`config.mk`:
```
export PLATFORM = sky130hd
export DESIGN_NAME = mbe_queue
export DESIGN_NICKNAME = d
export VERILOG_FILES = /design/src/rtl/core/mbe_pkg.sv /design/src/rtl/core/mbe_queue.sv
export SDC_FILE = /design/constraint.sdc
export NUM_CORES = 1
export LEC_CHECK = 0
export BUFFER_PORTS_ARGS = -buffer_cell sky130_fd_sc_hd__buf_2
export CAP_MARGIN = 40
export CORE_MARGIN = 1
export CORE_UTILIZATION = 58
export CTS_BUF_LIST = sky130_fd_sc_hd__clkbuf_8
export DETAILED_ROUTE_END_ITERATION = 7
export PLACE_DENSITY = 0.87
export SETUP_SLACK_MARGIN = 0.02
export SYNTH_ARGS = -nofsm -noshare
export SYNTH_HDL_FRONTEND = slang
export SYNTH_SLANG_ARGS = --single-unit
export TNS_END_PERCENT = 100
```
`constraint.sdc`:
```
create_clock -name clk -period 7.5 [get_ports clk]
set_clock_uncertainty 0.2 [all_clocks]
set_input_delay 1.5 -clock clk [delete_from_list [all_inputs] [get_ports clk]]
set_output_delay 1.5 -clock clk [all_outputs]
set_load 0.02 [all_outputs]
```
`src/rtl/core/mbe_pkg.sv`:
```
// ----------------------------------------------------------------------------
// mbe_pkg
// Shared types, fixed-point constants and helpers for the escape-time unit.
// ----------------------------------------------------------------------------
package mbe_pkg;

  // Fixed-point format of every complex value: signed, 32 bits, 27 fractional.
  localparam int FRAC_BITS = 27;
  localparam int COORD_W   = 32;
  localparam int PIXEL_W   = 14;
  localparam int COUNT_W   = 10;
  localparam int PROD_W    = 2 * COORD_W;

  // Side of the square image in pixels. It is a power of two, so the mapping
  // 4 * v / IMAGE_SIZE in the fixed-point format is a left shift of v.
  localparam int IMAGE_SIZE = 16384;
  localparam int MAP_SHIFT  = FRAC_BITS + 2 - $clog2(IMAGE_SIZE);

  // Depth of the queue between the mapping front and the iteration back.
  localparam int QUEUE_DEPTH = 2;
  localparam int QPTR_W      = $clog2(QUEUE_DEPTH);
  localparam int QCNT_W      = $clog2(QUEUE_DEPTH + 1);

  localparam logic [COUNT_W-1:0] MAX_ITER_RESET = COUNT_W'(512);

  // 2.0 in the fixed-point format, and 4.0 in the squared (product) scale.
  localparam logic signed [PROD_W-1:0] TWO     = PROD_W'(1) <<< (FRAC_BITS + 1);
  localparam logic [PROD_W-1:0]        FOUR_SQ = PROD_W'(1) << (2 * FRAC_BITS + 2);

  localparam logic signed [PROD_W-1:0] COORD_MAX = PROD_W'(64'sh7FFF_FFFF);
  localparam logic signed [PROD_W-1:0] COORD_MIN = -PROD_W'(64'sh8000_0000);

  typedef logic signed [COORD_W-1:0] coord_t;

  typedef struct packed {
    coord_t c_re;
    coord_t c_im;
  } c_pair_t;

  // Saturate a wide signed value to the signed 32-bit coordinate range.
  function automatic coord_t sat32(input logic signed [PROD_W-1:0] v);
    coord_t r;
    if (v > COORD_MAX) begin
      r = coord_t'(COORD_MAX);
    end else if (v < COORD_MIN) begin
      r = coord_t'(COORD_MIN);
    end else begin
      r = v[COORD_W-1:0];
    end
    return r;
  endfunction

endpackage

```
`src/rtl/core/mbe_queue.sv`:
```
// ----------------------------------------------------------------------------
// mbe_queue
// Short first-in first-out queue of mapped points between front and back.
// ----------------------------------------------------------------------------
module mbe_queue (
  input  logic             clk,
  input  logic             rst,
  input  logic             push,
  input  mbe_pkg::c_pair_t wdata,
  output logic             full,
  input  logic             pop,
  output mbe_pkg::c_pair_t rdata,
  output logic             empty
);

  localparam int DEPTH = mbe_pkg::QUEUE_DEPTH;

  mbe_pkg::c_pair_t               entries [DEPTH];
  logic [mbe_pkg::QPTR_W-1:0]     wr_ptr;
  logic [mbe_pkg::QPTR_W-1:0]     rd_ptr;
  logic [mbe_pkg::QCNT_W-1:0]     count;

  assign full  = (count == mbe_pkg::QCNT_W'(DEPTH));
  assign empty = (count == '0);
  assign rdata = entries[rd_ptr];

  always_ff @(posedge clk) begin
    if (rst) begin
      wr_ptr <= '0;
      rd_ptr <= '0;
      count  <= '0;
    end else begin
      if (push) begin
        wr_ptr <= wr_ptr + mbe_pkg::QPTR_W'(1);
      end
      if (pop) begin
        rd_ptr <= rd_ptr + mbe_pkg::QPTR_W'(1);
      end
      if (push && !pop) begin
        count <= count + mbe_pkg::QCNT_W'(1);
      end else if (pop && !push) begin
        count <= count - mbe_pkg::QCNT_W'(1);
      end
    end
  end

  always_ff @(posedge clk) begin
    if (push) begin
      entries[wr_ptr] <= wdata;
    end
  end

endmodule

```
Word level (Yosys, flattened, before mapping). Memory sizes are Yosys's and may differ from the RTL's. A register that Yosys moved wholly into a read port is not among the register bits. Cells that the tools add are included.

Bitwise gates (word level): 0. Reduce and logical (&&, ||, !) cells: 6. $mul: 0. Div/mod/pow operators: 0. Order comparisons: 0. Mux-type cells: 6. Add/subtract/negate cells: 4. Shift-type cells: 0. Equality and inequality tests: 1.

Operators by type and width (count): 1-bit 2-to-1 mux (4); 2-bit 2-to-1 mux (2); 1-bit adder (second input constant) (2); 2-bit by 1-bit adder with 2-bit output (second input constant) (1); 2-bit equality test (second input constant) (1); 1-bit logical AND (2); 1-bit zero test (2); 2-bit zero test (1); 2-bit nonzero test (1); 2-bit by 1-bit subtractor with 2-bit output (second input constant) (1).

Logic and storage cells: 21. Bits in writable memories: 128. Latch bits: 0. Input port bits: 68. Register bits: 4. Memories: 1. Memory bits (read-only): 0. Output and inout port bits: 66.

Memories: entries (words 2, width 64, read ports 1, clocked after Yosys merged registers in 1, write ports 1, RTL line mbe_queue.sv:18) `mbe_pkg::c_pair_t entries [DEPTH];`.

Longest topological paths before layout. Gate-level depths: netlist of the first run.

Depth in word-level cells: 4. Mapped depth: 5. Depth with buffers taken out: 5.

Worst setup path before layout of the first run. Ideal clock, no wire load.

Path type: input to register. Start: input port push. End: memory entries[0][0] (netlist name) (enable). Arrival time: 4.314 ns. Required time: 6.806 ns. Buffers on the path: 0. Path slack: 2.492 ns. Stages on the path: 1. Path through: nor2b_1.

Cells in the longest elaborated chain, start to end: 2.

Ends and longest elaborated chain: start: declaration (RTL line mbe_queue.sv:8) `input logic push,`; 1-bit 2-to-1 mux (RTL line mbe_queue.sv:48) `if (push) begin`; 1-bit 2-to-1 mux (implied by the code) (RTL line mbe_queue.sv:49) `entries[wr_ptr] <= wdata;`; end: declaration (RTL line mbe_queue.sv:18).

No other way between the ends.

==> impl_metrics.toml, run 1 <==
[die]
start_util_pct = 61.5
rows = 32
io_pins = 134
core_area_um2 = 7890
die-area_um2 = 8730
die_height_um = 93.4
fp.dieW_um = 93.4

[synthesis]
synthFlopType = "edfxtp_1"
synth.area.top_cells = "edfxtp_1 79%, mux2_2 15%, dfxtp_1 2.1%"
ys_types = 16
avgSynthCellArea_um2 = 21.9
synth_fp_nets = 290
ys_async_sr_fraction_pct = 0
synth_cells = 221
synth_area_leader_cell = "edfxtp_1"
synth_seq_area_share_pct = 81.4
synth_warnings = 0
netlist_area_um2 = 4850
ys_ff_latch = 133
netlist.area_leader.share_pct = 79.3
synth-edff-count = 128

[cts]
post_cts_buffers = 0
htreeDepth = 4
postCtsHoldBufs = 0
post_cts_resized = 0
cts_root_buffer = "clkbuf_8"
clock_latency_ns = 0.40
cts_buffer_depth = 2
cts_inserted_buffers = 17
cts.reportedPaths.clkPinSlew_ns = 0.07
clkSinkCount = 133
cts_tree = "done"

[power]
p_comb_share_pct = 12.1
p_sw_mw = 0.406
leakagePower_nw = 2.28
p_clk_share_pct = 34.4
powerDensity_nw_per_um2 = 276
sequentialPowerShare_pct = 53.5
p_int_mw = 1.25
power_switching_share_pct = 24.6
ir_drop_uv = 182
power_mw = 1.65

[timing]
rsz0062_at_grt = "false"
drv_slew = 0
final.setup.worst_slack_ns = 3.50
setup_tns_ns = 0
period_share_pct = 53.3
relSlewSlack_pct = 43.5
post-route-min-period_ns = 4.00
finalHoldViolCount = 0
setup_viol = 0
worst_pin_slew_ns = 0.848
holdWs_ns = 0.322
timing.fmax_mhz = 250

[route]
drcViolationCount = 0
vias = 2507
routedWlPerCell_um = 17.0
detail-route-antenna-nets = 0
drt-pass1-iter-count = 7
drt_iter0_drc = 147
via_per_inst = 5.18
route.final.wire_length_mm = 8.24

[place]
port_buffers = 133
post-place-ws_ns = 3.92
dpl.hpwl_mm = 5.34
placedInstanceArea_um2 = 5600
place_congestion = 0.685

[layout]
layout-drive-gt1-share_pct = 61.3
syn2layout_area_growth_pct = 23.5
final-seq-area_um2 = 3950
design_area_um2 = 5990
multi_input_area_um2 = 833
nNetsFinal = 438
fillerInstances = 460
antenna_cells = 0

[grt]
grt_max_degree = 65
grt_pass1_wl_mm = 12.2
grtUsageTotal_pct = 19.4
grt_pass1_vias = 2470
antenna_found_initial = 0
gr-total-overflow = 0

[flow_run]
drv_cap = 0

[worst_setup_path]
r2r_end = "entries[1][25]"
endpoint_kind = "output port"
path_max_fanout = 37
critPathRequiredTime_ns = 5.80
worstSetupStartpointType = "register"
worstReg2RegStart = "wr_ptr"
path_class = "reg2out"
reg2reg_depth = 2
r2r_slack_ns = 5.28
worstPathArrival_ns = 2.30

[run_status]
status = "completed"

[worst_hold_path]
min_path_cells = 2
min_to = "count[1]"
hold_start = "count[1]"
worstHoldPathType = "reg2reg"
==> power groups by stage <==
| stage | clock network [mW] | registers, mW | logic [mW] |
|---|---|---|---|
| 3_3_place_gp | 0 | 0.897 | 0.197 |
| 2_1_floorplan | 0 | 0.892 | 0.139 |
| 4_1_cts | 0.579 | 0.884 | 0.202 |
| 5_1_grt | 0.609 | 0.888 | 0.214 |
| 3_5_place_dp | 0 | 0.900 | 0.201 |
| 6_report | 0.568 | 0.884 | 0.200 |
==> cell families (layout without fill, tap and decap cells) <==
| group | count (synthesis) | in the layout | share of synthesized area, % |
|---|---|---|---|
| DFF | 133 | 133 | 81.4 |
| muxes | 64 | 64 | 14.9 |
| and+or+nand+nor | 9 | 9 | 0.955 |
| buffers and inverters | 8 | 169 | 1.63 |
| xor gates and xnor gates | 4 | 4 | 0.723 |
| AOI/OAI and AO/OA | 2 | 2 | 0.206 |
| adders and majority gates | 1 | 1 | 0.258 |
==> synthesized netlist by cell type (all sizes together) (2+ instances only) <==
cell type,count
buf,7
dfxtp,5
edfxtp,128
mux2,64
nor2,5
xnor2,2
xor2,2
==> stage by stage <==
| stage | utilization, % | std cells |
|---|---|---|
| final | 75.9 | 484 |
| after detailed placement | 71.0 | 452 |
| after floorplan | - | 221 |
| after global placement | 71.0 | 452 |
| after global routing | 75.9 | 484 |
| after CTS | 75.9 | 484 |
==> worst max-delay path, cell delays in order, from the launching register on <==
cell     delay, ns
dfxtp_2       0.77
buf_4         0.54
mux2_2        0.40
buf_2         0.16
==> layer usage <==
metal | vias to the layer above | wire [µm] | GRT usage (%)
met1 | 1232 | 3450 | 24.8
li1 | 1171 | - | -
met3 | 4 | 630 | 7.07
met4 | 0 | 35 | 5.00
met2 | 100 | 4120 | 31.6
met5 | - | 0 | 0
==> placed cells by master (no fill, tap or decap), types with 3 or more instances in the layout <==
| cell | count |
|---|---|
| clkbuf_8 | 17 |
| nor2_1 | 5 |
| clkinv_4 | 5 |
| dfxtp_1 | 4 |
| inv_6 | 3 |
| buf_4 | 3 |
| mux2_2 | 64 |
| edfxtp_1 | 128 |
| buf_2 | 133 |
==> cell type report <==
type | count | area share [%]
multi-input combinational | 80 | 13.9
inverter | 1 | 0.0627
clock buffer | 17 | 3.91
clock inverter | 15 | 2.59
tap | 102 | 2.13
timing repair buffer | 136 | 11.5
sequential | 133 | 65.9
==> how the worst max path moves through the flow <==
stage               slack, ns     start            end
detailed placement       3.92  register      rdata[43]
global route             3.38  register      rdata[20]
CTS                      3.45  register      rdata[20]
global placement         3.93  register      rdata[20]
floorplan                2.49      push  entries[0][0]
finish                   3.50  register      rdata[36]
==> flip-flops by register name, summed over array words and instances, names as in the netlist, named ones only <==
name and count:
wr_ptr 1, rd_ptr 1, count 2, entries 128
Power figures use the tool's default switching activity.
==> run 2: changes to the inputs <==
- ABC_AREA: unset -> 1
- CORE_UTILIZATION: 58 -> 54
- PLACE_DENSITY: 0.87 -> 0.81
- clock period: 7.5 -> 3.8 ns (I/O delays scaled with it)
==> run 2 against run 1 <==
Via count did not move. Utilization shrank 7.5 points. Highest routed layer unchanged. Critical endpoint is now rdata[49]. Synthesized area up 6.2%. Clock power increased by 110%. First-iteration DRC count down 41%.
==> impl_metrics.toml, run 2 <==
[synthesis]
synth-edff-count = 128
synthFlopType = "edfxtp_1"
ys_async_sr_fraction_pct = 0
ys_types = 16
synth_fp_nets = 301
avgSynthCellArea_um2 = 22.2
yosysMostFrequentCell = "edfxtp_1"
synth.area.top_cells = "edfxtp_1 75%, mux2_4 18%, buf_12 2.3%"
synth.top_cells.by_count = "128 x edfxtp_1, 60 x mux2_4, 9 x inv_1"
synth_area_leader_cell = "edfxtp_1"
netlist.area_leader.share_pct = 74.7
netlist_area_um2 = 5150
synth_seq_area_share_pct = 76.6
ys_ff_latch = 133
synth_cells = 232
synth_warnings = 0

[grt]
grtUsageTotal_pct = 17.9
grt_pass1_vias = 2618
grt_pass1_wl_mm = 13.0
gr-total-overflow = 0
grt_max_degree = 36
antenna_found_initial = 0

[place]
place_congestion = 0.649
port_buffers = 133
dpl.hpwl_mm = 5.55

[timing]
rsz0062_at_grt = "false"
setup_viol = 0
worst_pin_slew_ns = 0.656
period_share_pct = 78.3
relSlewSlack_pct = 56.2
post-route-min-period_ns = 2.98
setup_tns_ns = 0
drv_slew = 0
finalHoldViolCount = 0
timing.fmax_mhz = 336

[die]
io_pins = 134
die-area_um2 = 9930
fp.dieW_um = 99.6
die_height_um = 99.6
core_area_um2 = 9240
start_util_pct = 55.7
rows = 35

[cts]
cts_root_buffer = "clkbuf_8"
cts_buffer_depth = 2
post_cts_buffers = 0
htreeDepth = 4
postCtsHoldBufs = 0
cts_inserted_buffers = 17
clock_latency_ns = 0.40
cts_tree = "done"
post_cts_resized = 0
clkSinkCount = 133
cts.reportedPaths.clkPinSlew_ns = 0.07

[layout]
layout_commonest_cell = "buf_2"
fillerInstances = 639
antenna_cells = 0
top_regs = "entries (128), count (2)"
layout-drive-gt1-share_pct = 59.4
largest_reg_flops = 128
syn2layout_area_growth_pct = 22.8
post-route-util_pct = 68.4
layout_common_cells = "133 x buf_2, 128 x edfxtp_1, 60 x mux2_4, 17 x clkbuf_8, 8 x inv_1"
regMostFlops = "entries"
nNetsFinal = 451

[worst_hold_path]
worstHoldPathType = "reg2reg"
min_path_cells = 2

[worst_setup_path]
worstSetupStartpointType = "register"
critPathRequiredTime_ns = 2.84
path_class = "reg2out"
reg2reg_depth = 3
path_max_fanout = 33
endpoint_kind = "output port"
worstPathArrival_ns = 2.02

[route]
detail-route-antenna-nets = 0
route.final.wire_length_mm = 8.30
vias = 2507
drt-pass1-iter-count = 4
via_per_inst = 4.79
drt_iter0_drc = 86
drcViolationCount = 0
routedWlPerCell_um = 15.9

[run_status]
status = "completed"

[power]
leakagePower_nw = 2.55
powerDensity_nw_per_um2 = 534
ir_drop_uv = 393

[flow_run]
drv_cap = 0
-- run 2: changes by cell type in the layout (fill, tap and decap cells not counted), sizes merged, moves of 2 or more --
cell,before,now
xor2,2,0
inv,4,10
nand2,0,5
bufinv,2,4
buf,136,138
clkinv,9,5
nor2,5,7
clkinvlp,1,4
-- run 2: worst paths after layout --
path | from | slack (ns) | endpoint
worst min register to register | rd_ptr | 0.32 | register
worst min-delay path | rd_ptr | 0.32 | register
worst max register to register | wr_ptr | 1.90 | entries[1][33]
worst max-delay path | register | 0.82 | rdata[49]
-- run 2: worst max-delay path, stage by stage, from the launching register on --
cell,delay [ns]
dfxtp_4,0.74
buf_12,0.33
mux2_2,0.36
buf_2,0.16
-- run 2: report_power, final --
part           total, mW  switching, mW  internal [mW]
Sequential          1.73         0.0395           1.70
Clock               1.22          0.517          0.707
Combinational      0.419          0.222          0.197
Total               3.38          0.779           2.60
-- run 2: routing by layer --
metal	vias up	routed length (µm)	GRT usage, %	share of wire [%]
li1	1195	-	-	-
met1	1217	3350	20.7	40
met2	93	4480	31.4	54
met3	2	434	6.25	5.2
met4	0	29	5.20	0.35
met5	-	0	0	0
-- run 2: cell type report --
type	count	area [µm²]	share of cell area, %
Timing Repair Buffer	138	716	11.3
Clock inverter	14	185	2.93
Multi-Input combinational cell	83	1050	16.5
Tap cell	129	161	2.55
Clock buffer	17	234	3.70
Sequential cell	133	3950	62.4
Inverter	9	33.8	0.534
-- run 2: logic make-up (layout without fill, tap and decap cells) --
family                   Yosys count  in the layout  share of synthesized area [%]
flip-flops                       133            133                           76.6
multiplexers                      64             64                           18.4
buffers and inverters             16            178                           3.21
AND/OR/NAND/NOR                   15             15                           1.19
AO/OA/AOI/OAI                      2              2                          0.194
adder cells (fa/ha/maj)            1              1                          0.243
XOR/XNOR                           1              1                          0.170
-- run 2: through the flow --
stage / hold WS (ns) / area [µm²] / cells / total power, mW / setup slack (ns)
3_5_place_dp: 0.307 / 5900 / 492 / 2.19 / 1.23
6_report: 0.324 / 6320 / 523 / 3.38 / 0.823
5_1_grt: 0.301 / 6320 / 523 / 3.49 / 0.697
2_1_floorplan: 0.280 / 5150 / 232 / 2.07 / 0.735
3_3_place_gp: 0.292 / 5900 / 492 / 2.18 / 1.23
4_1_cts: 0.310 / 6320 / 523 / 3.41 / 0.771
==> run 3: changes to the inputs <==
- clock period: 3.8 -> 2.8 ns (I/O delays scaled with it)
==> run 3 against run 2 <==
Clock power up 59%. Cell count up 0.19%. Critical path type unchanged. Highest routed layer unchanged. Register-to-register slack worse by 0.79 ns. Count of clock-buffer cells in the layout unchanged. Utilization up 1.1 points.
==> impl_metrics.toml, run 3 (same netlist as run 2, synthesis figures left out) <==
[timing]
rsz0062_at_grt = "false"
finalHoldViolCount = 0
timing.fmax_mhz = 396
drv_slew = 0
relSlewSlack_pct = 65.6
setup_viol = 0
holdWs_ns = 0.131
period_share_pct = 90.1
post-route-min-period_ns = 2.52
worst_pin_slew_ns = 0.516
setup_tns_ns = 0

[route]
drt-pass1-iter-count = 4
via_per_inst = 4.85
route.final.wire_length_mm = 8.21
vias = 2543
routedWlPerCell_um = 15.7
drt_iter0_drc = 79
detail-route-antenna-nets = 0
drcViolationCount = 0

[layout]
syn2layout_area_growth_pct = 24.8
layout_common_cells = "133 x buf_2, 128 x edfxtp_1, 60 x mux2_4, 17 x clkbuf_8, 9 x inv_1"
largest_reg_flops = 128
final_cells = 524
nNetsFinal = 451
top_regs = "entries (128), count (2)"
final-seq-area_um2 = 3950
layout-drive-gt1-share_pct = 59.4
design_area_um2 = 6420
regMostFlops = "entries"
layout_commonest_cell = "buf_2"
fillerInstances = 603
multi_input_area_um2 = 1050

[cts]
cts_inserted_buffers = 17
postCtsHoldBufs = 0
clock_latency_ns = 0.40
clkSinkCount = 133
cts.reportedPaths.clkPinSlew_ns = 0.08
post_cts_buffers = 0
cts_tree = "done"
cts_root_buffer = "clkbuf_8"
htreeDepth = 4
cts_buffer_depth = 2
post_cts_resized = 0

[place]
port_buffers = 133
dp_cells = 492
placedInstanceArea_um2 = 5930
place_congestion = 0.686
dpl.hpwl_mm = 5.35

[worst_setup_path]
r2r_end = "entries[1][59]"
worstReg2RegStart = "wr_ptr"
reg2reg_depth = 3
critPathRequiredTime_ns = 2.04
r2r_slack_ns = 1.11
endpoint_kind = "output port"
path_max_fanout = 28
path_cells = "buf_4, mux2_2, buf_2"
path_buf_inv = 2
cp_top_family = "buffers and inverters"
worstSetupStartpointType = "register"
worstPathArrival_ns = 1.76
cp_slowest_stage_delay_ns = 0.44
cp_slowest_cell = "buf_4"
path_class = "reg2out"

[worst_hold_path]
min_to = "entries[0][23]"
worstHoldPathType = "in2reg"
min_path_cells = 1
hold_start = "wdata[23]"

[die]
io_pins = 134
start_util_pct = 55.7
rows = 35
die-area_um2 = 9930
core_area_um2 = 9240
fp.dieW_um = 99.6
die_height_um = 99.6

[grt]
grtUsageTotal_pct = 17.3
grt_max_degree = 65
grt_pass1_wl_mm = 12.5
gr-total-overflow = 0
grt_pass1_vias = 2598
antenna_found_initial = 1

[power]
powerDensity_nw_per_um2 = 757
p_int_mw = 3.81
ir_drop_uv = 493
p_comb_share_pct = 12.2
power_mw = 4.86
p_clk_share_pct = 39.8
leakagePower_nw = 2.60
p_sw_mw = 1.05
sequentialPowerShare_pct = 47.9
power_switching_share_pct = 21.7

[flow_run]
drv_cap = 0

[run_status]
status = "completed"
==> run 3: worst max path at each step <==
stage,end,slack [ns],depth (start not counted)
5_1_grt,rdata[49],0.18,3
3_3_place_gp,rdata[49],0.70,3
6_report,rdata[43],0.28,3
2_1_floorplan,entries[1][0],0.31,2
3_5_place_dp,rdata[43],0.69,3
4_1_cts,rdata[43],0.23,3
==> run 3: power by group through the flow <==
stage / combinational [mW] / sequential (mW) / clock [mW]
2_1_floorplan: 0.440 / 2.37 / 0
3_3_place_gp: 0.594 / 2.37 / 0
3_5_place_dp: 0.602 / 2.37 / 0
4_1_cts: 0.604 / 2.33 / 1.97
5_1_grt: 0.634 / 2.34 / 2.05
6_report: 0.595 / 2.33 / 1.94
==> run 3: cell type report <==
class,instances,area share (%)
inverters,9,0.526
well taps,129,2.51
flip-flops and latches,133,61.5
clock buffers,17,3.64
repair buffers,138,11.5
multi-input cells,83,16.3
diodes,1,0.0390
clock inverters,14,4.01
==> run 3: per-stage QoR <==
| stage | util (%) | setup WS (ns) |
|---|---|---|
| floorplan | - | 0.311 |
| CTS | 69.5 | 0.230 |
| global route | 69.5 | 0.179 |
| detailed placement | 64.2 | 0.695 |
| finish | 69.5 | 0.277 |
| global placement | 64.2 | 0.701 |
==> run 3: routing by layer <==
layer	GRT usage [%]	share of wire (%)	wire length, µm
met1	19.7	41	3350
met2	29.0	52	4250
met3	7.52	6.7	552
met4	6.45	0.67	55
met5	0	0	0
