## src/rtl/core/mbe_pkg.sv

```systemverilog
// ----------------------------------------------------------------------------
// mbe_pkg
// Shared types, fixed-point constants and helpers for the escape-time unit.
// ----------------------------------------------------------------------------
package mbe_pkg;

  // Fixed-point format of every complex value: signed, 32 bits, 27 fractional.
  localparam int FRAC_BITS = 27;
  localparam int COORD_W   = 32;
  localparam int PIXEL_W   = 14;
  localparam int COUNT_W   = 10;
  localparam int PROD_W    = 2 * COORD_W;

  // Side of the square image in pixels. It is a power of two, so the mapping
  // 4 * v / IMAGE_SIZE in the fixed-point format is a left shift of v.
  localparam int IMAGE_SIZE = 16384;
  localparam int MAP_SHIFT  = FRAC_BITS + 2 - $clog2(IMAGE_SIZE);

  // Depth of the queue between the mapping front and the iteration back.
  localparam int QUEUE_DEPTH = 2;
  localparam int QPTR_W      = $clog2(QUEUE_DEPTH);
  localparam int QCNT_W      = $clog2(QUEUE_DEPTH + 1);

  localparam logic [COUNT_W-1:0] MAX_ITER_RESET = COUNT_W'(512);

  // 2.0 in the fixed-point format, and 4.0 in the squared (product) scale.
  localparam logic signed [PROD_W-1:0] TWO     = PROD_W'(1) <<< (FRAC_BITS + 1);
  localparam logic [PROD_W-1:0]        FOUR_SQ = PROD_W'(1) << (2 * FRAC_BITS + 2);

  localparam logic signed [PROD_W-1:0] COORD_MAX = PROD_W'(64'sh7FFF_FFFF);
  localparam logic signed [PROD_W-1:0] COORD_MIN = -PROD_W'(64'sh8000_0000);

  typedef logic signed [COORD_W-1:0] coord_t;

  typedef struct packed {
    coord_t c_re;
    coord_t c_im;
  } c_pair_t;

  // Saturate a wide signed value to the signed 32-bit coordinate range.
  function automatic coord_t sat32(input logic signed [PROD_W-1:0] v);
    coord_t r;
    if (v > COORD_MAX) begin
      r = coord_t'(COORD_MAX);
    end else if (v < COORD_MIN) begin
      r = coord_t'(COORD_MIN);
    end else begin
      r = v[COORD_W-1:0];
    end
    return r;
  endfunction

endpackage

```

## src/rtl/core/mbe_front.sv

```systemverilog
// ----------------------------------------------------------------------------
// mbe_front
// Accepts a pixel and maps it onto the complex plane with a shift, then
// pushes the point c into the queue.
// ----------------------------------------------------------------------------
module mbe_front (
  input  logic                          clk,
  input  logic                          rst,
  input  logic                          start,
  input  logic [mbe_pkg::PIXEL_W-1:0]   pixel_x,
  input  logic [mbe_pkg::PIXEL_W-1:0]   pixel_y,
  output logic                          busy,
  input  logic                          q_full,
  output logic                          q_push,
  output mbe_pkg::c_pair_t              q_wdata
);

  localparam int PW = mbe_pkg::PROD_W;

  localparam logic ST_IDLE = 1'b0;
  localparam logic ST_PUSH = 1'b1;

  logic                 state;
  mbe_pkg::c_pair_t     point;

  logic signed [PW-1:0] scaled_x;
  logic signed [PW-1:0] scaled_y;

  // The image side is a power of two, so the mapping divide is a left shift.
  always_comb begin
    scaled_x = $signed(PW'(pixel_x) << mbe_pkg::MAP_SHIFT);
    scaled_y = $signed(PW'(pixel_y) << mbe_pkg::MAP_SHIFT);
  end

  assign busy    = (state != ST_IDLE);
  assign q_push  = (state == ST_PUSH) && !q_full;
  assign q_wdata = point;

  always_ff @(posedge clk) begin
    if (rst) begin
      state <= ST_IDLE;
    end else begin
      unique case (state)
        ST_IDLE: begin
          if (start) begin
            state <= ST_PUSH;
          end
        end
        ST_PUSH: begin
          if (!q_full) begin
            state <= ST_IDLE;
          end
        end
      endcase
    end
  end

  always_ff @(posedge clk) begin
    if ((state == ST_IDLE) && start) begin
      point.c_re <= mbe_pkg::sat32(scaled_x - mbe_pkg::TWO);
      point.c_im <= mbe_pkg::sat32(mbe_pkg::TWO - scaled_y);
    end
  end

endmodule

```

## config.mk

```make
export PLATFORM = sky130hd
export DESIGN_NAME = mbe_front
export DESIGN_NICKNAME = d
export VERILOG_FILES = /design/src/rtl/core/mbe_pkg.sv /design/src/rtl/core/mbe_front.sv
export SDC_FILE = /design/constraint.sdc
export NUM_CORES = 1
export LEC_CHECK = 0
export BUFFER_PORTS_ARGS = -buffer_cell sky130_fd_sc_hd__buf_2
export CORE_ASPECT_RATIO = 2
export CORE_MARGIN = 4
export CORE_UTILIZATION = 37
export DETAILED_ROUTE_END_ITERATION = 7
export GPL_ROUTABILITY_DRIVEN = 1
export HOLD_SLACK_MARGIN = 0.12
export PLACE_DENSITY_LB_ADDON = 0.2
export SLEW_MARGIN = 40
export SYNTH_ARGS = -nofsm -noshare
export SYNTH_HDL_FRONTEND = slang
export SYNTH_SLANG_ARGS = --single-unit
```

## constraint.sdc

```tcl
create_clock -name clk -period 2 [get_ports clk]
set_input_delay 0 -clock clk [delete_from_list [all_inputs] [get_ports clk]]
set_output_delay 0 -clock clk [all_outputs]
set_load 0.01 [all_outputs]
```

Word-level counts from Yosys, hierarchy flattened

Cells that the tools add are included.

$add $sub $neg: 2
Multipliers: 0
Divide/modulo/power cells: 0
$lt $le $gt $ge: 4
Eq/ne operators: 0
Shift-type cells: 0
Mux-type cells: 5
Bitwise operators: 1
Reductions and logical operators: 3

Operators by type and width:

| kind                                                                           | count |
|---|---|
| 30-bit by 32-bit > comparator with 1-bit output, second input constant         | 2 |
| 30-bit by 32-bit less-than comparator with 1-bit output, second input constant | 2 |
| 32-bit 2-to-1 mux                                                              | 2 |
| 29-bit by 29-bit subtractor with 30-bit output, first input constant           | 1 |
| 29-bit by 29-bit subtractor with 30-bit output, second input constant          | 1 |
| 1-bit logical AND                                                              | 2 |
| 1-bit 2-to-1 mux                                                               | 2 |
| 1-bit case mux with 2 select lines                                             | 1 |
| 1-bit zero test                                                                | 1 |
| 1-bit NOT                                                                      | 1 |

Bits in registers: 65
Bits in latches: 0
Bits in writable memories: 0
Memory bits (read-only): 0
Bits of input ports: 32
Output and inout bits: 66
Logic and storage cells: 18
Memories: 0

Longest topological paths before layout

Gate-level depths: netlist of the first run.

Word-level depth: 3
Gate-level depth with buffers: 6
Gate-level depth less buffers: 6

Least setup slack after synthesis of the first run

Ideal clock, no wire load.

Path kind: flip-flop to flip-flop
Start: reg state (netlist: busy)
End: reg point (netlist bit q_wdata[15]), enable pin
Library setup time: 420 ps
Arrival time: 1706 ps
Data required time: 1580 ps
Setup slack: -126 ps
Cell stages (with the launch flop): 2
Path buffers: 0
Period minus slack after synthesis: 2126 ps
Cells stage by stage: dfxtp_1 nor2b_1

Word-level cells in the longest chain between the ends: 2

RTL lines:

| what                   | line            | RTL |
|---|---|---|
| from (decl)            | mbe_front.sv:23 | `logic state;` |
| from (signal assigned) | mbe_front.sv:41 | `state <= ST_IDLE;` |
| from (signal assigned) | mbe_front.sv:46 | `state <= ST_PUSH;` |
| from (signal assigned) | mbe_front.sv:51 | `state <= ST_IDLE;` |
| 1-bit NOT              | --              |  |
| 1-bit logical AND      | mbe_front.sv:59 | `if ((state == ST_IDLE) && start) begin` |
| to (decl)              | mbe_front.sv:24 | `mbe_pkg::c_pair_t point;` |

Every way passes these cells.
A chain may end at the register's enable or synchronous reset.

Worst setup path in the final report of the first run

Start: in pixel_y[1] (netlist name)
End: reg point (netlist bit q_wdata[26]), data pin

Word-level cells in the longest chain between the ends: 3
Elaborated cells between the ends (all ways): 4
Classes of those cells: add/sub: 1; order compare: 2; mux: 1

RTL lines:

| what                                                    | line            | RTL |
|---|---|---|
| from (decl)                                             | mbe_front.sv:11 | `input logic [mbe_pkg::PIXEL_W-1:0] pixel_y,` |
| 29-bit by 29-bit subtractor with 30-bit output (*)      | mbe_front.sv:61 | `point.c_im <= mbe_pkg::sat32(mbe_pkg::TWO - scaled_y);` |
| 30-bit by 32-bit less-than comparator with 1-bit output | mbe_pkg.sv:45   | `end else if (v < COORD_MIN) begin` |
| 32-bit 2-to-1 mux                                       | mbe_pkg.sv:45   |  |

Mark *: on every way between the ends. The rest lies on a longest branch, timed or not.

==> impl_metrics.ini, run 1 <==
[worst_setup_path]
reg2reg_depth = 5
r2r_slack_ns = 0.45
end_kind = flop
arrival_ns = 1.88
crit_fanout = 3
cp.required_ns = 2.02
rr_endpoint = busy$_SDFF_PP0_
crit_start = pixel_y[1]
path_class = primary input to flop
timing.rr.start = busy$_SDFF_PP0_
startpoint_type = primary input

[status]
status = finished clean

[floorplanning]
coreArea_um2 = 3680
die_h_um = 96.0
dieArea_um2 = 4990
row_count = 31
die_w_um = 52.0
pin_count = 98
start_util = 0.388

[sta]
fin_crit_sh = 0.932
period_needed_ns = 1.86
fin_skew_ns = 0.00499
rsz0062_at_grt = false
finalMaxSlewViolations = 0
finalSetupTns_ns = 0
setup_violations = 0
fmax_mhz = 536
finalHoldViolCount = 0

[final_layout]
stdcell_count = 256
layout-drive-gt1-share = 0.391
synthToLayoutAreaGrowth_pct = 45.9
seq_area_um2 = 891
final_util = 0.567
fillers = 309
num_antenna_cells = 0
layout_common_cells = 67 x buf_2, 31 x dlygate4sd3_1, 30 x conb_1, 29 x edfxtp_1, 8 x xnor2_1
multiInputGateArea_um2 = 380
final_common_cell = buf_2
nets = 239

[clock_network]
cts_buffers = 5
cts_max_level = 2
clock_sinks = 30
clk_pin_slew_ns = 0.06
cts_setup_buffers = 0
clk_latency_ns = 0.27
clockRootBuffer = clkbuf_8
cts_buffer_depth = 2
cts_tree = yes

[placement]
routabilityCongestion = 0.665
place_inst = 217
port_buffers = 67
place_hpwl_um = 2240

[logic_synthesis]
synthesis.area_um2 = 1430
synth_seq_cells = 30
ys_top_cells_by_area = edfxtp_1 61%, buf_4 18%, xnor2_1 4.9%, xor2_1 2.4%, nor2_1 1.6%
yosysSeqAreaShare = 0.622
synth_largest_area_cell = edfxtp_1
yosys.cell_types.count = 21
synth_cells = 106
postSynthAreaPerCell_um2 = 13.5
yosysWarningCount = 0
synth_top_cell_area_share = 0.608

[pwr]
p_per_area_nw_per_um2 = 694
p_leak_nw = 0.918
ir_drop_uv = 308

[grt]
grt_pass1_vias = 975
grtUsageTotal = 0.108
grt_first_pass_wirelength_um = 3890
grt-ovfl-total = 0
antenna_found_initial = 0
grt_max_degree = 31

[detailed_routing]
avgViaCountPerCell = 3.96
drt_iter0_drc = 19
drc_errors = 0
vias = 1013
wl_per_cell_um = 11.5
wirelength_um = 2950
drtAntennaViolNets = 0
first_pass_iters = 2

[hold_path]
min_from = q_full
hold_path_end = q_push
worstHoldPathType = primary input to output port
hold_path_depth = 3

[flow_run]
cap_violations = 0
## critical path, cell delays in order
cell and delay, ns:
dlygate4sd3_1 0.54, buf_2 0.14, or4_4 0.54, nor3_1 0.35, nand3b_1 0.15, xor2_1 0.16
## Yosys cell counts (all sizes together)
| library cell | instances |
|---|---|
| nor2 | 6 |
| ha | 1 |
| nand2 | 3 |
| conb | 1 |
| or3 | 1 |
| buf | 35 |
| edfxtp | 29 |
| inv | 3 |
| or2 | 1 |
| nor2b | 2 |
| nand3b | 1 |
| or4 | 2 |
| dfxtp | 1 |
| a21boi | 1 |
| nor3 | 5 |
| or4b | 1 |
| a21oi | 1 |
| xor2 | 4 |
| xnor2 | 8 |
## repair_timing
action,in CTS,in global routing
hold buffers,31,0
gates resized for setup,0,1
setup endpoints to repair,0,1
hold endpoints to repair,30,0
## kinds of logic (layout without fill, tap and decap cells)
kind of cell	count (synthesis)	in the layout	share of synthesized area
compound gates	2	2	0.00874
xor+xnor	12	12	0.0734
fa+ha+maj	1	1	0.00874
buf+inv	38	110	0.191
flops	30	30	0.622
other cells	1	30	0.00262
simple gates	22	22	0.0927
## through the flow
| stage | instance area (um^2) | worst slack [ns] | hold WS, ns | total power (W) |
|---|---|---|---|---|
| detailed placement | 1680 | 0.366 | 0.161 | 0.000942 |
| finish | 2090 | 0.136 | 0.263 | 0.00145 |
| global placement | 1680 | 0.446 | 0.159 | 0.000937 |
| floorplan | 1540 | 0.435 | 0.0464 | 0.000902 |
| global route | 2090 | 0.0712 | 0.278 | 0.00152 |
| CTS | 2090 | 0.107 | 0.262 | 0.00147 |
## layer usage
layer	vias to the layer above	GRT usage	part of all wire
met2	61	0.226	0.58
met1	453	0.0739	0.32
met3	2	0.0233	0.091
met5	-	0	0
met4	0	0.0788	0.014
li1	497	-	-
## power by group
| part | internal (W) | switching, W | total (W) |
|---|---|---|---|
| clock | 0.000277 | 0.000194 | 0.000471 |
| combinational | 0.000109 | 0.000120 | 0.000229 |
| sequential | 0.000739 | 0.0000104 | 0.000749 |
## state kept, by name, indices dropped and copies added, names as in the netlist
register  flops
q_wdata      29
busy          1
## worst max-delay path by stage
stage | depth (start not counted) | endpoint | slack, ns
after CTS | 8 | q_wdata[25]$_DFFE_PP_ | 0.11
after detailed placement | 7 | q_wdata[25]$_DFFE_PP_ | 0.37
after global placement | 7 | q_wdata[25]$_DFFE_PP_ | 0.45
final | 6 | q_wdata[26]$_DFFE_PP_ | 0.14
after global routing | 8 | q_wdata[25]$_DFFE_PP_ | 0.07
after floorplan | 1 | q_wdata[15]$_DFFE_PP_ | 0.43
## area by class of cell
type                            count  share of cell area
Timing Repair Buffer               99               0.313
Clock inverter                      1             0.00240
Multi-Input combinational cell     67               0.182
Sequential cell                    30               0.427
Inverter                            3             0.00539
Clock buffer                        7              0.0413
Tap cell                           49              0.0294
Power figures use the tool's default switching activity.
==> run 2, diff against run 1 <==
--- a/config.mk
+++ b/config.mk
@@ -5,10 +5,11 @@
 export SDC_FILE = /design/constraint.sdc
 export NUM_CORES = 1
 export LEC_CHECK = 0
+export ABC_AREA = 1
 export BUFFER_PORTS_ARGS = -buffer_cell sky130_fd_sc_hd__buf_2
 export CORE_ASPECT_RATIO = 2
 export CORE_MARGIN = 4
-export CORE_UTILIZATION = 37
+export CORE_UTILIZATION = 38
 export DETAILED_ROUTE_END_ITERATION = 7
 export GPL_ROUTABILITY_DRIVEN = 1
 export HOLD_SLACK_MARGIN = 0.12
==> run 2 against run 1 <==
Effect of this change: wire length grew 5.8%; sequential power barely moved; count of clock-buffer cells in the layout down 1; synthesized cell count grew 30%; total power is 1.4% lower; register-to-register slack improved by 0.26 ns; highest routed layer unchanged; clock skew fell by 0.0038 ns; setup slack better by 0.53 ns; via count rose by 13%; hold slack worse by 0.098 ns.
==> impl_metrics.ini, run 2 <==
[worst_setup_path]
startpoint_type = primary input
path_class = primary input to flop
path_buf_inv = 3
crit_path_frequent_cell = nand2_1
crit_family = buffers and inverters
end_kind = flop
cp.required_ns = 2.03
crit_fanout = 5
critical_path.cell_chain = dlygate4sd3_1 > buf_2 > inv_2 > ha_1 > nand2_2 > nor2_4 > nand2_1 > nand2_1 > nand2_1
critPathSlowestCell = dlygate4sd3_1
arrival_ns = 1.36
crit_path_max_incr_delay_ns = 0.53

[grt]
grt-ovfl-total = 0
grt_max_degree = 28
antenna_found_initial = 0
grt_first_pass_wirelength_um = 4510
grtUsageTotal = 0.121
grt_pass1_vias = 1083

[final_layout]
fillers = 359
seq_area_um2 = 891
layout_common_cells = 67 x buf_2, 30 x conb_1, 30 x dlygate4sd3_1, 29 x edfxtp_1, 19 x nand2_1
num_antenna_cells = 0
synthToLayoutAreaGrowth_pct = 41.1
nets = 270
multiInputGateArea_um2 = 455
layout-drive-gt1-share = 0.374
largest_reg_flops = 29
final_common_cell = buf_2

[placement]
place_hpwl_um = 2430
routabilityCongestion = 0.756
port_buffers = 67
dp_worst_setup_slack_ns = 0.814

[sta]
fin_crit_sh = 0.667
finalMaxSlewViolations = 0
finalHoldViolCount = 0
fmax_mhz = 750
fin_skew_ns = 0.00122
setup_ws_ns = 0.667
setup_violations = 0
rsz0062_at_grt = false
period_needed_ns = 1.33
finalSetupTns_ns = 0

[logic_synthesis]
yosysSeqAreaShare = 0.575
synth_largest_area_cell = edfxtp_1
synth_seq_cells = 30
synth_cells = 138
yosys.cell_types.count = 19
yosysMostFrequentCell = buf_4
postSynthAreaPerCell_um2 = 11.2
ys_top_cells_by_area = edfxtp_1 56%, buf_4 17%, nand2_1 4.6%, inv_1 3.1%, nor2_1 2.7%
async_reset_ff_frac = 0
ys.flop_type = edfxtp_1
synth_top_cell_area_share = 0.562
yosysWarningCount = 0
ys_top_cells_by_count = 35 x buf_4, 29 x edfxtp_1, 19 x nand2_1
synthesis.area_um2 = 1550
synth-edff-count = 29

[detailed_routing]
wirelength_um = 3120
wl_met3_um = 342
avgViaCountPerCell = 3.97
route.met2.wl_um = 1790
met1Wirelength_um = 911
first_pass_iters = 4
vias = 1148
drc_errors = 0
drtAntennaViolNets = 0
wl_per_cell_um = 10.8
drt_iter0_drc = 9
routed.top_layer = met4

[pwr]
p_int_w = 0.00109
ir_drop_uv = 368
switching_power_w = 0.000343
pwr-share-comb = 0.170
seqPwrFrac = 0.525
p_per_area_nw_per_um2 = 653
clkPwrFrac = 0.305
p_leak_nw = 1.03
power_w = 0.00143
p_sw_frac = 0.240

[floorplanning]
die_h_um = 98.3
coreArea_um2 = 3880
dieArea_um2 = 5230
die_w_um = 53.2
row_count = 32
start_util = 0.399
pin_count = 98

[status]
status = finished clean

[clock_network]
cts_tree = yes
clk_latency_ns = 0.27
cts_setup_buffers = 0
cts_max_level = 2
clockRootBuffer = clkbuf_8
cts_buffers = 5
clk_pin_slew_ns = 0.06
cts_buffer_depth = 2
clock_sinks = 30

[hold_path]
worstHoldPathType = primary input to flop

[flow_run]
cap_violations = 0
## run 2: cell count changes after synthesis, moves of 3 or more
| cell | change |
|---|---|
| inv_1 | +10 |
| nor2_4 | +3 |
| nand2_2 | +4 |
| nor3_1 | -3 |
| nand3_1 | +6 |
| nand2_1 | +16 |
| nor2_1 | +5 |
| xnor2_1 | -4 |
| nor2_2 | +4 |
## run 2: final cells by class
class | count | share of cell area
clock inverter | 2 | 0.00400
tap | 51 | 0.0292
inverter | 14 | 0.0240
timing repair buffer | 98 | 0.294
clock buffer | 6 | 0.0332
multi-input combinational | 88 | 0.208
sequential | 30 | 0.407
## run 2: power by group through the flow
| stage | clock [W] | sequential [W] | combinational (W) |
|---|---|---|---|
| global route | 0.000481 | 0.000752 | 0.000267 |
| global placement | 0 | 0.000761 | 0.000195 |
| finish | 0.000435 | 0.000749 | 0.000243 |
| floorplan | 0 | 0.000785 | 0.000132 |
| CTS | 0.000454 | 0.000749 | 0.000244 |
| detailed placement | 0 | 0.000762 | 0.000198 |
## run 2: worst min-delay path: cells and delay by family
family | cells | cell delay [ns]
buf+inv | 1 | 0.13
simple gates | 4 | 0.21
## run 2: through the flow
| stage | instance area, um^2 | hold WS (ns) | utilization | cells |
|---|---|---|---|---|
| floorplan | 1660 | 0.0546 | - | 167 |
| global placement | 1810 | 0.166 | 0.465 | 251 |
| detailed placement | 1810 | 0.169 | 0.465 | 251 |
| CTS | 2190 | 0.158 | 0.563 | 289 |
| global route | 2190 | 0.195 | 0.563 | 289 |
| finish | 2190 | 0.164 | 0.563 | 289 |
## run 2: cell families (layout without fill, tap and decap cells)
family | after synthesis | count (layout) | share of synthesized area
buf+inv | 49 | 120 | 0.203
simple gates | 48 | 48 | 0.159
flops | 30 | 30 | 0.575
xor+xnor | 7 | 7 | 0.0444
compound gates | 2 | 2 | 0.00807
fa+ha+maj | 1 | 1 | 0.00807
other cells | 1 | 30 | 0.00242
## run 2: worst paths after layout
path	start	end	slack [ns]	depth (start not counted)
min reg2reg	busy$_SDFF_PP0_	q_wdata[57]$_DFFE_PP_	0.60	1
max reg2reg	busy$_SDFF_PP0_	busy$_SDFF_PP0_	0.71	3
max	pixel_y[0]	q_wdata[27]$_DFFE_PP_	0.67	9
min	pixel_y[7]	q_wdata[24]$_DFFE_PP_	0.16	5
## run 2: layer usage
| metal | up-vias | GRT usage |
|---|---|---|
| li1 | 571 | - |
| met1 | 509 | 0.0941 |
| met2 | 63 | 0.230 |
| met3 | 5 | 0.0382 |
| met4 | 0 | 0.0768 |
| met5 | - | 0 |
## run 2: timing repair
item                      CTS  global route
hold buffers               30             0
gates resized for setup     0             0
hold endpoints to repair   31             0
==> run 3, diff against run 2 <==
==> constraint.sdc (replaced) <==
create_clock -name clk -period 1.2 [get_ports clk]
set_input_delay 0 -clock clk [delete_from_list [all_inputs] [get_ports clk]]
set_output_delay 0 -clock clk [all_outputs]
set_load 0.01 [all_outputs]
==> run 3 against run 2 <==
Effect of this change: die area unchanged; sequential power grew 67%; combinational power grew 75%; total power is 68% higher; hold slack better by 0.0014 ns; global-route usage rose by 0.20 points; core utilization is 0.93 points higher; largest cell class unchanged; largest power group unchanged.
==> impl_metrics.ini, run 3 (synthesized netlist as in run 2, its figures left out) <==
[final_layout]
largest_reg_flops = 29
synthToLayoutAreaGrowth_pct = 43.4
finalInstanceArea_um2 = 2220
layout_common_cells = 66 x buf_2, 30 x conb_1, 29 x dlygate4sd3_1, 29 x edfxtp_1, 19 x nand2_1
stdcell_count = 288
num_antenna_cells = 0
final_common_cell = buf_2
fillers = 346
nets = 270
layout-drive-gt1-share = 0.392

[pwr]
switching_power_w = 0.000581
clkPwrFrac = 0.300
p_sw_frac = 0.243
seqPwrFrac = 0.522
power_w = 0.00239
ir_drop_uv = 484
p_int_w = 0.00181
p_leak_nw = 1.05
p_per_area_nw_per_um2 = 1080
pwr-share-comb = 0.178

[placement]
place_hpwl_um = 2280
post_dp_cell_area_um2 = 1820
port_buffers = 67
place_inst = 251
routabilityCongestion = 0.863

[detailed_routing]
drt_iter0_drc = 13
drc_errors = 0
avgViaCountPerCell = 4.05
wirelength_um = 3150
first_pass_iters = 4
drtAntennaViolNets = 0
wl_per_cell_um = 10.9
vias = 1166

[clock_network]
cts_buffers = 5
clockRootBuffer = clkbuf_8
clk_latency_ns = 0.27
clk_pin_slew_ns = 0.06
clock_sinks = 30
cts_tree = yes
cts_max_level = 2
cts_buffer_depth = 2

[sta]
period_needed_ns = 1.15
fmax_mhz = 868
setup_violations = 0
fin_skew_ns = 0.00455
rsz0062_at_grt = true
finalMaxSlewViolations = 0
finalHoldViolCount = 0
fin_crit_sh = 0.960

[worst_setup_path]
cp.required_ns = 1.23
end_kind = flop
arrival_ns = 1.18
path_class = primary input to flop
crit_fanout = 4
startpoint_type = primary input

[grt]
grtUsageTotal = 0.123
grt_first_pass_wirelength_um = 4620
grt_pass1_vias = 1085
grt-ovfl-total = 0
antenna_found_initial = 0
grt_max_degree = 30

[floorplanning]
coreArea_um2 = 3880
pin_count = 98
die_w_um = 53.2
row_count = 32
dieArea_um2 = 5230
die_h_um = 98.3
start_util = 0.399

[hold_path]
worstHoldPathType = primary input to flop

[flow_run]
cap_violations = 0

[status]
status = finished clean
-- run 3: per-layer routing --
layer	vias to the layer above	track usage	routed length, um
met5	-	0	0
met4	0	0.0650	79
met3	8	0.0382	395
met2	77	0.242	1800
met1	513	0.0935	876
li1	568	-	-
-- run 3: worst paths after layout --
check	from	to	slack (ns)	depth (start not counted)
hold reg to reg	busy$_SDFF_PP0_	busy$_SDFF_PP0_	0.52	2
setup / recovery	pixel_y[9]	q_wdata[26]$_DFFE_PP_	0.05	8
setup reg to reg	busy$_SDFF_PP0_	q_wdata[62]$_DFFE_PP_	0.27	2
hold / removal	pixel_y[7]	q_wdata[24]$_DFFE_PP_	0.17	5
-- run 3: cell type report --
type / instances / area, um^2 / area share
inverter: 14 / 52.6 / 0.0236
timing repair buffer: 98 / 661 / 0.297
clock inverter: 2 / 10.0 / 0.00450
multi-input combinational: 88 / 475 / 0.214
clock buffer: 5 / 68.8 / 0.0310
sequential: 30 / 892 / 0.401
tap: 51 / 63.8 / 0.0287
-- run 3: repair_timing --
action,CTS,global route
hold buffers,30,0
buffers inserted,0,1
endpoints found under the setup margin,0,5
gates resized for setup,0,5
hold endpoints to repair,29,0
-- run 3: worst max-delay path, cell delays in order --
cell,delay (ns)
dlygate4sd3_1,0.54
buf_2,0.15
nor2_4,0.13
nand2_1,0.06
nor2_1,0.13
nand2_1,0.07
nand2_1,0.06
nand2_1,0.05
-- run 3: power by group through the flow --
stage	clock network, W	logic (W)	registers, W
global placement	0	0.000336	0.00127
floorplan	0	0.000222	0.00131
CTS	0.000739	0.000418	0.00125
global route	0.000776	0.000468	0.00125
detailed placement	0	0.000339	0.00127
finish	0.000718	0.000426	0.00125
-- run 3: metrics by stage --
stage / setup slack, ns / utilization / setup TNS (ns) / hold WS (ns)
5_1_grt: -0.00524 / 0.572 / -0.00524 / 0.202
6_report: 0.0482 / 0.572 / 0 / 0.166
4_1_cts: 0.0129 / 0.567 / 0 / 0.167
3_3_place_gp: 0.151 / 0.470 / 0 / 0.165
3_5_place_dp: 0.139 / 0.470 / 0 / 0.167
2_1_floorplan: 0.0221 / - / 0 / 0.0546
